`src/irclt_pkg.sv`:
```
package irclt_pkg;

  // Field tag carried with each byte.
  typedef enum logic [2:0] {
    FK_NONE     = 3'd0,
    FK_PREFIX   = 3'd1,
    FK_COMMAND  = 3'd2,
    FK_MIDDLE   = 3'd3,
    FK_TRAILING = 3'd4
  } field_kind_e;

  // Command codes reported at line end.
  localparam logic [3:0] CMD_UNKNOWN = 4'd0;
  localparam logic [3:0] CMD_NUMERIC = 4'd1;
  localparam logic [3:0] CMD_KW_BASE = 4'd2;

  // Special octets.
  localparam logic [7:0] CHAR_NUL   = 8'h00;
  localparam logic [7:0] CHAR_LF    = 8'h0A;
  localparam logic [7:0] CHAR_CR    = 8'h0D;
  localparam logic [7:0] CHAR_SPACE = 8'h20;
  localparam logic [7:0] CHAR_COLON = 8'h3A;
  localparam logic [7:0] CHAR_0     = 8'h30;
  localparam logic [7:0] CHAR_9     = 8'h39;

  localparam int unsigned CMD_SLOTS = 7;
  localparam int unsigned NUM_KW    = 14;
  localparam logic [9:0]  NUM_SAT   = 10'd999;

  // Command bytes are shifted in at the low end, so a short command sits
  // right-justified with zeros above, exactly like a zero-extended string.
  localparam logic [8*CMD_SLOTS-1:0] KW_TEXT [NUM_KW] = '{
    "NICK", "QUIT", "JOIN", "PART", "MODE", "TOPIC", "INVITE",
    "KICK", "PRIVMSG", "NOTICE", "PING", "PONG", "ERROR", "WALLOPS"
  };
  localparam logic [3:0] KW_LEN [NUM_KW] = '{
    4'd4, 4'd4, 4'd4, 4'd4, 4'd4, 4'd5, 4'd6,
    4'd4, 4'd7, 4'd6, 4'd4, 4'd4, 4'd5, 4'd7
  };

  // One tagged result per byte.
  typedef struct packed {
    logic [7:0]  byte_out;
    field_kind_e field_kind;
    logic [3:0]  param_index;
    logic        field_start;
    logic        line_end;
    logic [3:0]  command_code;
    logic [9:0]  numeric_value;
    logic [3:0]  param_count;
  } result_t;

endpackage

```
`src/irc_line_tokenizer_core.sv`:
```
// IRC line tokenizer: takes one received octet per request on the slave
// stream and returns one tagged result per octet on the master stream, in
// order, with the octet passed through. CR or LF closes a line; on the
// terminator of a non-empty line tlast is high and the command code
// (unknown, numeric, or one of the fourteen keywords), the numeric value
// (saturating at 999) and the parameter count are reported. NUL octets
// come out untagged and leave the parser state untouched. Throughput is
// one octet per clock: the parse of a byte is a single pass of logic
// between the input register and a two-entry output buffer, so
// back-to-back requests flow without bubbles while the sink takes them.
// An octet passes the input register, then the output buffer. A stalled
// sink fills the output buffer and then the input register before
// s_axis_tready_o drops. No configuration and no clearing pass after reset.
module irc_line_tokenizer_core #(
  parameter int unsigned MAX_PARAMS = 15  // 1..15 parameters kept per line
) (
  input  logic        clk_i,
  input  logic        rst_ni,
  // input stream
  input  logic        s_axis_tvalid_i,
  output logic        s_axis_tready_o,
  input  logic [7:0]  s_axis_tdata_i,  // [7:0] byte_in
  // result stream
  output logic        m_axis_tvalid_o,
  input  logic        m_axis_tready_i,
  // [7:0] byte_out, [11:8] param_index, [12] field_start,
  // [16:13] command_code, [26:17] numeric_value, [30:27] param_count, [31] zero
  output logic [31:0] m_axis_tdata_o,
  output logic [2:0]  m_axis_tuser_o,  // [2:0] field_kind
  output logic        m_axis_tlast_o   // line_end
);
  import irclt_pkg::*;

  logic       in_valid_q;
  logic [7:0] in_byte_q;
  logic       buf_ready;
  logic       fire;
  result_t    res;
  result_t    out_res;

  // a byte leaves the input register when the buffer has room
  assign fire            = in_valid_q && buf_ready;
  assign s_axis_tready_o = !in_valid_q || buf_ready;

  always_ff @(posedge clk_i or negedge rst_ni) begin
    if (!rst_ni) begin
      in_valid_q <= 1'b0;
    end else if (s_axis_tready_o) begin
      in_valid_q <= s_axis_tvalid_i;
    end
  end

  always_ff @(posedge clk_i) begin
    if (s_axis_tready_o && s_axis_tvalid_i) in_byte_q <= s_axis_tdata_i;
  end

  irclt_parser #(
    .MAX_PARAMS (MAX_PARAMS)
  ) u_parser (
    .clk_i  (clk_i),
    .rst_ni (rst_ni),
    .fire_i (fire),
    .byte_i (in_byte_q),
    .res_o  (res)
  );

  irclt_out_buf u_out_buf (
    .clk_i       (clk_i),
    .rst_ni      (rst_ni),
    .push_i      (fire),
    .data_i      (res),
    .ready_o     (buf_ready),
    .valid_o     (m_axis_tvalid_o),
    .pop_ready_i (m_axis_tready_i),
    .data_o      (out_res)
  );

  assign m_axis_tdata_o = {1'b0, out_res.param_count, out_res.numeric_value,
                           out_res.command_code, out_res.field_start,
                           out_res.param_index, out_res.byte_out};
  assign m_axis_tuser_o = out_res.field_kind;
  assign m_axis_tlast_o = out_res.line_end;

endmodule

```
`src/irclt_parser.sv`:
```
module irclt_parser #(
  parameter int unsigned MAX_PARAMS = 15
) (
  input  logic              clk_i,
  input  logic              rst_ni,
  input  logic              fire_i,
  input  logic [7:0]        byte_i,
  output irclt_pkg::result_t res_o
);
  import irclt_pkg::*;

  typedef enum logic [2:0] {
    PH_LINE_START = 3'd0,
    PH_PREFIX     = 3'd1,
    PH_GAP_CMD    = 3'd2,
    PH_CMD        = 3'd3,
    PH_GAP_PARAM  = 3'd4,
    PH_MIDDLE     = 3'd5,
    PH_TRAILING   = 3'd6,
    PH_SKIP       = 3'd7
  } phase_e;

  localparam logic [3:0] MaxParams = 4'(MAX_PARAMS);
  localparam logic [3:0] CmdSlots  = 4'(CMD_SLOTS);

  phase_e                   phase_q, phase_d;
  logic                     nonempty_q, nonempty_d;
  logic [3:0]               params_q, params_d;
  logic [8*CMD_SLOTS-1:0]   chars_q, chars_d;
  logic [3:0]               len_q, len_d;
  logic [9:0]               acc_q, acc_d;
  logic                     numflag_q, numflag_d;
  logic                     running_q, running_d;

  logic        is_digit, is_term, is_sp, is_colon;
  logic [3:0]  cmd_code;
  logic [13:0] acc_next;
  logic        cmd_take;
  logic        run_v;

  assign is_digit = byte_i inside {[CHAR_0:CHAR_9]};
  assign is_term  = byte_i inside {CHAR_CR, CHAR_LF};
  assign is_sp    = (byte_i == CHAR_SPACE);
  assign is_colon = (byte_i == CHAR_COLON);
  // digit value is the low nibble of '0'..'9'
  assign acc_next = 14'(acc_q) * 14'd10 + 14'(byte_i[3:0]);

  // keyword match on the stored command
  always_comb begin
    cmd_code = CMD_UNKNOWN;
    if (numflag_q) begin
      cmd_code = CMD_NUMERIC;
    end else begin
      for (int k = 0; k < NUM_KW; k++) begin
        if (len_q == KW_LEN[k] && chars_q == KW_TEXT[k]) begin
          cmd_code = CMD_KW_BASE + 4'(k);
        end
      end
    end
  end

  always_comb begin
    phase_d    = phase_q;
    nonempty_d = nonempty_q;
    params_d   = params_q;
    chars_d    = chars_q;
    len_d      = len_q;
    acc_d      = acc_q;
    numflag_d  = numflag_q;
    running_d  = running_q;
    cmd_take   = 1'b0;
    run_v      = running_q;

    res_o               = '0;
    res_o.byte_out      = byte_i;
    res_o.field_kind    = FK_NONE;

    if (is_term) begin
      if (nonempty_q) begin
        res_o.line_end      = 1'b1;
        res_o.command_code  = cmd_code;
        res_o.numeric_value = (cmd_code == CMD_NUMERIC) ? acc_q : 10'd0;
        res_o.param_count   = params_q;
      end
      phase_d    = PH_LINE_START;
      nonempty_d = 1'b0;
      params_d   = '0;
      chars_d    = '0;
      len_d      = '0;
      acc_d      = '0;
      numflag_d  = 1'b0;
      running_d  = 1'b0;
    end else if (byte_i != CHAR_NUL) begin
      nonempty_d = 1'b1;
      case (phase_q)
        PH_LINE_START: begin
          if (is_colon) begin
            phase_d           = PH_PREFIX;
            res_o.field_kind  = FK_PREFIX;
            res_o.field_start = 1'b1;
          end else if (!is_sp) begin
            cmd_take = 1'b1;
          end else begin
            phase_d = PH_GAP_CMD;
          end
        end
        PH_PREFIX: begin
          if (is_sp) phase_d = PH_GAP_CMD;
          else res_o.field_kind = FK_PREFIX;
        end
        PH_GAP_CMD: begin
          if (!is_sp) cmd_take = 1'b1;
        end
        PH_CMD: begin
          if (is_sp) begin
            phase_d = PH_GAP_PARAM;
          end else begin
            res_o.field_kind = FK_COMMAND;
            cmd_take         = 1'b1;
          end
        end
        PH_GAP_PARAM: begin
          if (!is_sp) begin
            if (params_q >= MaxParams) begin
              phase_d = PH_SKIP;
            end else begin
              phase_d           = is_colon ? PH_TRAILING : PH_MIDDLE;
              res_o.field_kind  = is_colon ? FK_TRAILING : FK_MIDDLE;
              res_o.field_start = 1'b1;
              res_o.param_index = params_q;
              params_d          = params_q + 4'd1;
            end
          end
        end
        PH_MIDDLE: begin
          if (is_sp) begin
            phase_d = PH_GAP_PARAM;
          end else begin
            res_o.field_kind  = FK_MIDDLE;
            res_o.param_index = params_q - 4'd1;
          end
        end
        PH_TRAILING: begin
          res_o.field_kind  = FK_TRAILING;
          res_o.param_index = params_q - 4'd1;
        end
        default: ;
      endcase

      if (cmd_take) begin
        // first command byte opens the field
        if (phase_q != PH_CMD) begin
          phase_d           = PH_CMD;
          res_o.field_kind  = FK_COMMAND;
          res_o.field_start = 1'b1;
        end
        if (len_q == 4'd0 && is_digit) begin
          numflag_d = 1'b1;
          run_v     = 1'b1;
        end
        if (run_v) begin
          if (is_digit) acc_d = (acc_next > 14'(NUM_SAT)) ? NUM_SAT : acc_next[9:0];
          else run_v = 1'b0;
        end
        running_d = run_v;
        if (len_q < CmdSlots) chars_d = {chars_q[8*CMD_SLOTS-9:0], byte_i};
        if (len_q <= CmdSlots) len_d = len_q + 4'd1;
      end
    end
  end

  always_ff @(posedge clk_i or negedge rst_ni) begin
    if (!rst_ni) begin
      phase_q    <= PH_LINE_START;
      nonempty_q <= 1'b0;
      params_q   <= '0;
      chars_q    <= '0;
      len_q      <= '0;
      acc_q      <= '0;
      numflag_q  <= 1'b0;
      running_q  <= 1'b0;
    end else if (fire_i) begin
      phase_q    <= phase_d;
      nonempty_q <= nonempty_d;
      params_q   <= params_d;
      chars_q    <= chars_d;
      len_q      <= len_d;
      acc_q      <= acc_d;
      numflag_q  <= numflag_d;
      running_q  <= running_d;
    end
  end

  a_line_end_untagged: assert property (@(posedge clk_i) disable iff (!rst_ni)
    fire_i && res_o.line_end |-> res_o.field_kind == FK_NONE && res_o.param_index == 4'd0)
    else $error("line end tagged as a field byte");

  a_start_has_kind: assert property (@(posedge clk_i) disable iff (!rst_ni)
    fire_i && res_o.field_start |-> res_o.field_kind != FK_NONE)
    else $error("field start on an untagged byte");

  a_params_bounded: assert property (@(posedge clk_i) disable iff (!rst_ni)
    params_q <= MaxParams)
    else $error("parameter count beyond limit");

  a_numeric_only_digits: assert property (@(posedge clk_i) disable iff (!rst_ni)
    running_q |-> numflag_q)
    else $error("digit run without numeric command");

endmodule

```
`src/irclt_out_buf.sv`:
```
module irclt_out_buf (
  input  logic               clk_i,
  input  logic               rst_ni,
  input  logic               push_i,
  input  irclt_pkg::result_t data_i,
  output logic               ready_o,
  output logic               valid_o,
  input  logic               pop_ready_i,
  output irclt_pkg::result_t data_o
);
  import irclt_pkg::*;

  result_t    slot_q [2];
  logic       wr_ptr_q, rd_ptr_q;
  logic [1:0] count_q;
  logic       pop;

  assign ready_o = (count_q != 2'd2);
  assign valid_o = (count_q != 2'd0);
  assign pop     = valid_o && pop_ready_i;
  assign data_o  = slot_q[rd_ptr_q];

  always_ff @(posedge clk_i) begin
    if (push_i) slot_q[wr_ptr_q] <= data_i;
  end

  always_ff @(posedge clk_i or negedge rst_ni) begin
    if (!rst_ni) begin
      wr_ptr_q <= 1'b0;
      rd_ptr_q <= 1'b0;
      count_q  <= 2'd0;
    end else begin
      if (push_i) wr_ptr_q <= ~wr_ptr_q;
      if (pop) rd_ptr_q <= ~rd_ptr_q;
      count_q <= count_q + 2'(push_i) - 2'(pop);
    end
  end

  a_no_overflow: assert property (@(posedge clk_i) disable iff (!rst_ni)
    push_i |-> ready_o)
    else $error("push into full output buffer");

  a_count_range: assert property (@(posedge clk_i) disable iff (!rst_ni)
    count_q != 2'd3)
    else $error("output buffer count out of range");

  a_ptr_track: assert property (@(posedge clk_i) disable iff (!rst_ni)
    (count_q == 2'd0 || count_q == 2'd2) |-> wr_ptr_q == rd_ptr_q)
    else $error("output buffer pointers out of step");

endmodule
```
`config.mk`:
```
export PLATFORM = sky130hd
export DESIGN_NAME = irc_line_tokenizer_core
export DESIGN_NICKNAME = d
export VERILOG_FILES = /design/src/irclt_pkg.sv /design/src/irc_line_tokenizer_core.sv /design/src/irclt_parser.sv /design/src/irclt_out_buf.sv
export SDC_FILE = /design/constraint.sdc
export NUM_CORES = 1
export LEC_CHECK = 0
export ABC_AREA = 1
export BUFFER_PORTS_ARGS = -buffer_cell sky130_fd_sc_hd__buf_2
export CORE_UTILIZATION = 60
export DETAILED_ROUTE_END_ITERATION = 10
export PLACE_DENSITY = 0.8
export SYNTH_ARGS = -nofsm -noshare
export SYNTH_HDL_FRONTEND = slang
export SYNTH_SLANG_ARGS = --single-unit
export TNS_END_PERCENT = 100
```
`constraint.sdc`:
```
create_clock -name clk_i -period 3.98 [get_ports clk_i]
set_clock_uncertainty 0.05 [all_clocks]
set_input_delay 0.199 -clock clk_i [delete_from_list [all_inputs] [get_ports clk_i]]
set_output_delay 0.199 -clock clk_i [all_outputs]
set_load 0.05 [all_outputs]
```
Yosys cells after proc, flatten, opt, wreduce, memory -nomap -nowiden:

Memory sizes are Yosys's and may differ from the RTL's.
Cells that the tools add are included.

* register bits after elaboration: 93
* memory bits (writable): 70
* output and inout bits: 38
* word-level logic and storage cells: 192
* memories kept: 1

Memory list
* u_out_buf.slot_q: depth 2, bits a word 35, rd ports 1, clocked after memory_dff 0, wr ports 1, RTL line irclt_out_buf.sv:13 `result_t slot_q [2];`

* $add $sub $neg: 6
* multipliers: 1
* order comparisons: 6
* equality and inequality tests: 33
* muxes and demuxes: 87
* bitwise operators: 2
* reduce and logical (&&, ||, !) cells: 43

Operator list (count)
* $eq 56x31->1 const B: 8
* $mux 56: 4
* $eq 56x39->1 const B: 2
* $eq 56x47->1 const B: 2
* $eq 56x55->1 const B: 2
* $mux 4: 18
* $mux 10: 7
* $mux 3: 16
* $mux 19: 2
* $mux 8: 4
* $mux 1: 26
* $reduce_bool 2->1: 10
* $logic_and 1x1->1: 19
* $pmux 3 s6: 1
* $eq 4x3->1 const B: 4
* $eq 8x4->1 const B: 2
* $eq 8x6->1 const B: 2
* $add 14x4->14: 1
* $gt 14x10->1 const B: 1
* $mul 10x3->13 const B: 1
* $pmux 3 s4: 1
* $pmux 4 s3: 1
* $reduce_and 4->1: 3
* $reduce_and 5->1: 2
* other kinds (28): 39

Logic depth before layout (Yosys ltp):

* depth after elaboration: 21
* depth in mapped cells: 19
* gate-level depth less buffers: 19

Hierarchy:

From an unflattened synthesis, not the netlist that was laid out.

* cells, all modules: 1206
* area, all modules: 9545.4 um^2

By module, submodules not included
* irclt_parser: instances 1, cells each 976, area each 6409.9 um^2, seq. area each 2001.9 um^2
* irclt_out_buf: instances 1, cells each 212, area each 2831.5 um^2, seq. area each 2202.1 um^2
* irc_line_tokenizer_core: instances 1, cells each 18, area each 304.0 um^2, seq. area each 265.3 um^2

Least setup slack after synthesis:

OpenSTA, ideal clock, no wires.

* path type: register -> register
* from: reg u_parser.acc_q[1]
* to: reg u_parser.acc_q[0]
* arrival: 2.581 ns
* data required time: 3.814 ns
* setup slack: 1.232 ns
* stages on the path, launching flop included: 17
* path buffers: 0
* path through: dfrtp_1 > ha_1 > ha_1 > inv_1 > fa_1 > nor2_1 > nand3_1 > nand2_1 > nand2_1 > nor2_1 > nand3_1 > nand2_1 > nand2_1 > nor2_4 > nand4_1 > nand2_1 > nand2_1

* longest elaborated chain between the ends: 9

Ends and longest elaborated chain
* start: declaration: RTL line irclt_parser.sv:31 `logic [9:0] acc_q, acc_d;`
* start signal: assignment: RTL line irclt_parser.sv:179 `acc_q <= '0;`
* start signal: assignment: RTL line irclt_parser.sv:188 `acc_q <= acc_d;`
* $mul 10x3->13: RTL line irclt_parser.sv:46 `assign acc_next = 14'(acc_q) * 14'd10 + 14'(byte_i[3:0]);`
* $add 14x4->14: RTL line irclt_parser.sv:46
* $gt 14x10->1: RTL line irclt_parser.sv:162 `if (is_digit) acc_d = (acc_next > 14'(NUM_SAT)) ? NUM_SAT : acc_next[9:0];`
* $mux 10 (2 in series): RTL line irclt_parser.sv:162
* $mux 10: RTL line irclt_parser.sv:161 `if (run_v) begin`
* $mux 10: RTL line irclt_parser.sv:150 `if (cmd_take) begin`
* $mux 10: RTL line irclt_parser.sv:93 `end else if (byte_i != CHAR_NUL) begin`
* $mux 10: RTL line irclt_parser.sv:78 `if (is_term) begin`

Every way passes these cells. The select of a mux whose other input is x is not followed.
A chain may end at the register's enable or synchronous reset.

Final worst setup path:

* from: reg u_parser.acc_q[1]
* to: reg u_parser.acc_q[2]

* longest elaborated chain between the ends: 9

Ends and longest elaborated chain (RTL line)
* $mul 10x3->13 (*): irclt_parser.sv:46
* $add 14x4->14 (*): irclt_parser.sv:46
* $gt 14x10->1: irclt_parser.sv:162
* $mux 10 (*) (2 in series): irclt_parser.sv:162
* $mux 10 (*): irclt_parser.sv:161
* $mux 10 (*): irclt_parser.sv:150
* $mux 10 (*): irclt_parser.sv:93
* $mux 10 (*): irclt_parser.sv:78

Every way passes the cells marked *; elsewhere a longest branch is shown, timed or not. The select of a mux whose other input is x is not followed.

==> key figures <==
GRT
  – Vias in the first global route: 8091
  – Global Route Usage Sum: 32.2%
  – Largest net degree at the start of global routing: 86
  – Total grt overflow: 0
  – First-pass GRT wire length: 40400 um
  – Initial antenna violation count: 0

Clocking
  – CTS H-tree lvls: 4
  – Post-cts hold buffer count: 11
  – Worst-path clk slew: 70 ps
  – Clk buf depth: 2
  – Worst-Skew Late Latency: 430 ps
  – Postcts setup bufs: 0
  – Clk root buf: clkbuf_16
  – CTS tree: yes
  – CTS Sinks: 163
  – Post-cts resize count: 0
  – CTS Buf Count: 17

Placed design
  – Dpl cells: 1463
  – GP Congestion: 1.00
  – Post-DP HPWL: 17500 um
  – Placed Area: 9910 sq um
  – Pre-CTS setup slack: 920 ps
  – I/O Buffers: 48

Setup path
  – Max stage delay on crit path: 460 ps
  – Flop2flop setup slack: 780 ps
  – Crit-path slowest cell: dfrtp_1
  – CP cell instances: ha_1 > ha_1 > inv_1 > fa_1 > nor2_1 > nand3_1 > nand2_1 > nand2_1 > nor2_1 > nand3_1 > nand2_1 > nand2_1 > nor2_4 > nand4_1 > nand2_1 > nand2_1
  – CP max FO: 9
  – Endpoint class of the critical path: flop
  – Type of the worst setup path: flop to flop
  – Worst Path Arrival: 3470 ps
  – CP required: 4250 ps
  – Cell mode on critical path: nand2_1
  – Startpoint types: flop

STA
  – Final Cycle Share: 80.4%
  – Worst Hold Margin: 422 ps
  – Slew at the pin closest to its max-slew limit: 1120 ps
  – Setup TNS: 0 ps
  – Fmax achieved: 0.312 GHz
  – Slew HR: 25.5%
  – Final Hold Fails: 0
  – RSZ-0062 raised after global routing: no
  – Worst setup slack after layout: 778 ps
  – Max-slew violation count: 0
  – Final setup vio count: 0
  – Tmin final: 3200 ps

Routing
  – Starting DRT DRC Count: 907
  – Drt wl/cell: 16.5 um
  – Detailed Route WL: 24800 um
  – DRC: 0
  – Antenna Nets Post-Route: 0
  – Vias: 8470
  – Pre-Repair DR Iteration Count: 5
  – Via/cell ratio: 5.62

Yosys
  – Post-synth net total: 1271
  – Async SR Flop Fraction: 52.1%
  – Mean post-synth cell area: 7.71 sq um
  – Ys flop type: dfrtp_1
  – Count leader, synth: nand2_1
  – Seq/Total Area, Yosys: 47.1%
  – Number of flops mapped to enable cells by yosys: 78
  – Main area contributors after synthesis: edfxtp_1, dfrtp_1, nand2_1, inv_1, nor2_1
  – Share of the synthesized area in the top cell type: 24.7%
  – Yosys warnings: 0
  – Syn Inst Count: 1230
  – FF+latch count, synth: 163
  – Synth area leader: edfxtp_1
  – Netlist cell types: 44
  – Syn Std Cell Area: 9490 sq um
  – Top cells by count, synth: nand2_1, inv_1, nor2_1

Floorplan
  – Initial Util: 61.9%
  – Die Span Y: 128 um
  – Row count: 45
  – Top-Level Pins: 50
  – Die Area: 16300 sq um
  – Core Region: 15300 sq um
  – Die W: 128 um

Finish
  – Final Core Density: 69.1%
  – Fin cells: 1506
  – Fin nets: 1323
  – Number of fill cells: 1280
  – Design area: 10600 sq um
  – N_diodes: 0
  – Area Overhead vs Synth: 11.5%
  – Share of cells above drive strength 1: 8.26%

Flow run
  – MaxCap Viol Count: 0

Run status
  – Outcome: completed

Power and ir drop
  – PwrDens: 727 nW/um^2
  – Lkg Pwr: 4.90 nW
  – Maximum vdd drop: 0.000562 V
  – Final Power: 7.69 mW

Min path
  – HP Class: primary input to flop
[logic make-up (layout without fill, tap and decap cells)]
kind of cell	after synthesis	after routing	share of synthesized area, %
XOR/XNOR	8	8	0.739
AO/OA/AOI/OAI	109	109	7.36
AND/OR/NAND/NOR	730	730	32.8
adder cells (fa/ha/maj)	29	29	3.98
flip-flops	163	163	47.1
buffers and inverters	190	255	7.93
other	1	1	0.0395
[report_power, final]
part	switching (mW)	internal, mW
Sequential	0.426	2.39
Combinational	2.52	0.800
Clock	0.692	0.867
[placed cells by master (no fill, tap or decap), types with 2 or more instances in the layout]
cell           synthesis  final
clkbuf_16              0     17
xor2_1                 3      3
o21ai_0               34     34
fa_1                   2      2
clkinv_4               0      3
dfrtp_1               85     85
o21a_1                 2      2
a21oi_1               15     15
clkinv_2               0      4
nand2_2                3      3
o22ai_1                2      2
inv_6                  0      5
a31oi_1                4      4
nand2_1              392    392
inv_2                  3      3
clkinv_1               3      3
edfxtp_1              78     78
nand3b_1               2      2
nand4_1               40     40
nor2_1               140    138
nor4_1                 7      7
nor2_2                 4      4
a21o_1                 2      2
dlygate4sd3_1          0     11
inv_1                153    153
xnor2_1                5      5
o31ai_1               42     42
o21ai_1                2      2
ha_1                  27     27
buf_4                  8      5
nand3_1               99     99
nor3_1                34     34
buf_2                  7     47
nor2_4                 2      4
[critical path: cells and delay by family (launching register included)]
kind	cells	cell delay, ps
flops	1	460
simple gates	12	1500
buf+inv	1	70
fa+ha+maj	3	1010
[sequential cells by signal, indices dropped and copies added (netlist names)]
name	cells
u_out_buf.rd_ptr_q	1
u_out_buf.wr_ptr_q	1
u_parser.acc_q	10
u_out_buf.count_q	2
u_parser.len_q	4
u_parser.nonempty_q	1
u_parser.params_q	4
u_parser.running_q	1
in_valid_q	1
u_parser.chars_q	56
in_byte_q	8
u_out_buf.slot_q	70
u_parser.phase_q	3
u_parser.numflag_q	1
[final cells by class]
cell class	instances	area, sq um	area share [%]
inverters	159	597	5.64
multi-input cells	877	4290	40.5
clock buffers	18	429	4.06
well taps	211	264	2.50
clock inverters	14	128	1.21
flip-flops and latches	163	4470	42.3
repair buffers	64	403	3.81
[worst paths after layout]
kind                                                  start                               end  depth (start not counted)
hold / removal                            s_axis_tdata_i[7]            in_byte_q[7]$_DFFE_PP_                          2
max in group asynchronous                            rst_ni  u_parser.params_q[0]$_DFFE_PN0P_                          2
min in group asynchronous                            rst_ni  u_parser.chars_q[46]$_DFFE_PN0P_                          2
setup / recovery              u_parser.acc_q[1]$_DFFE_PN0P_     u_parser.acc_q[2]$_DFFE_PN0P_                         16
hold reg to reg            u_parser.chars_q[53]$_DFFE_PN0P_  u_parser.chars_q[53]$_DFFE_PN0P_                          2
setup reg to reg              u_parser.acc_q[1]$_DFFE_PN0P_     u_parser.acc_q[2]$_DFFE_PN0P_                         16
[per-layer routing]
layer | vias up | GRT usage (%) | routed length (um)
met4 | 0 | 11.2 | 583
met2 | 310 | 52.5 | 11500
met5 | - | 0 | 0
met3 | 54 | 6.14 | 1600
li1 | 4154 | - | -
met1 | 3952 | 43.4 | 11100
(Power assumes the default switching activity.)
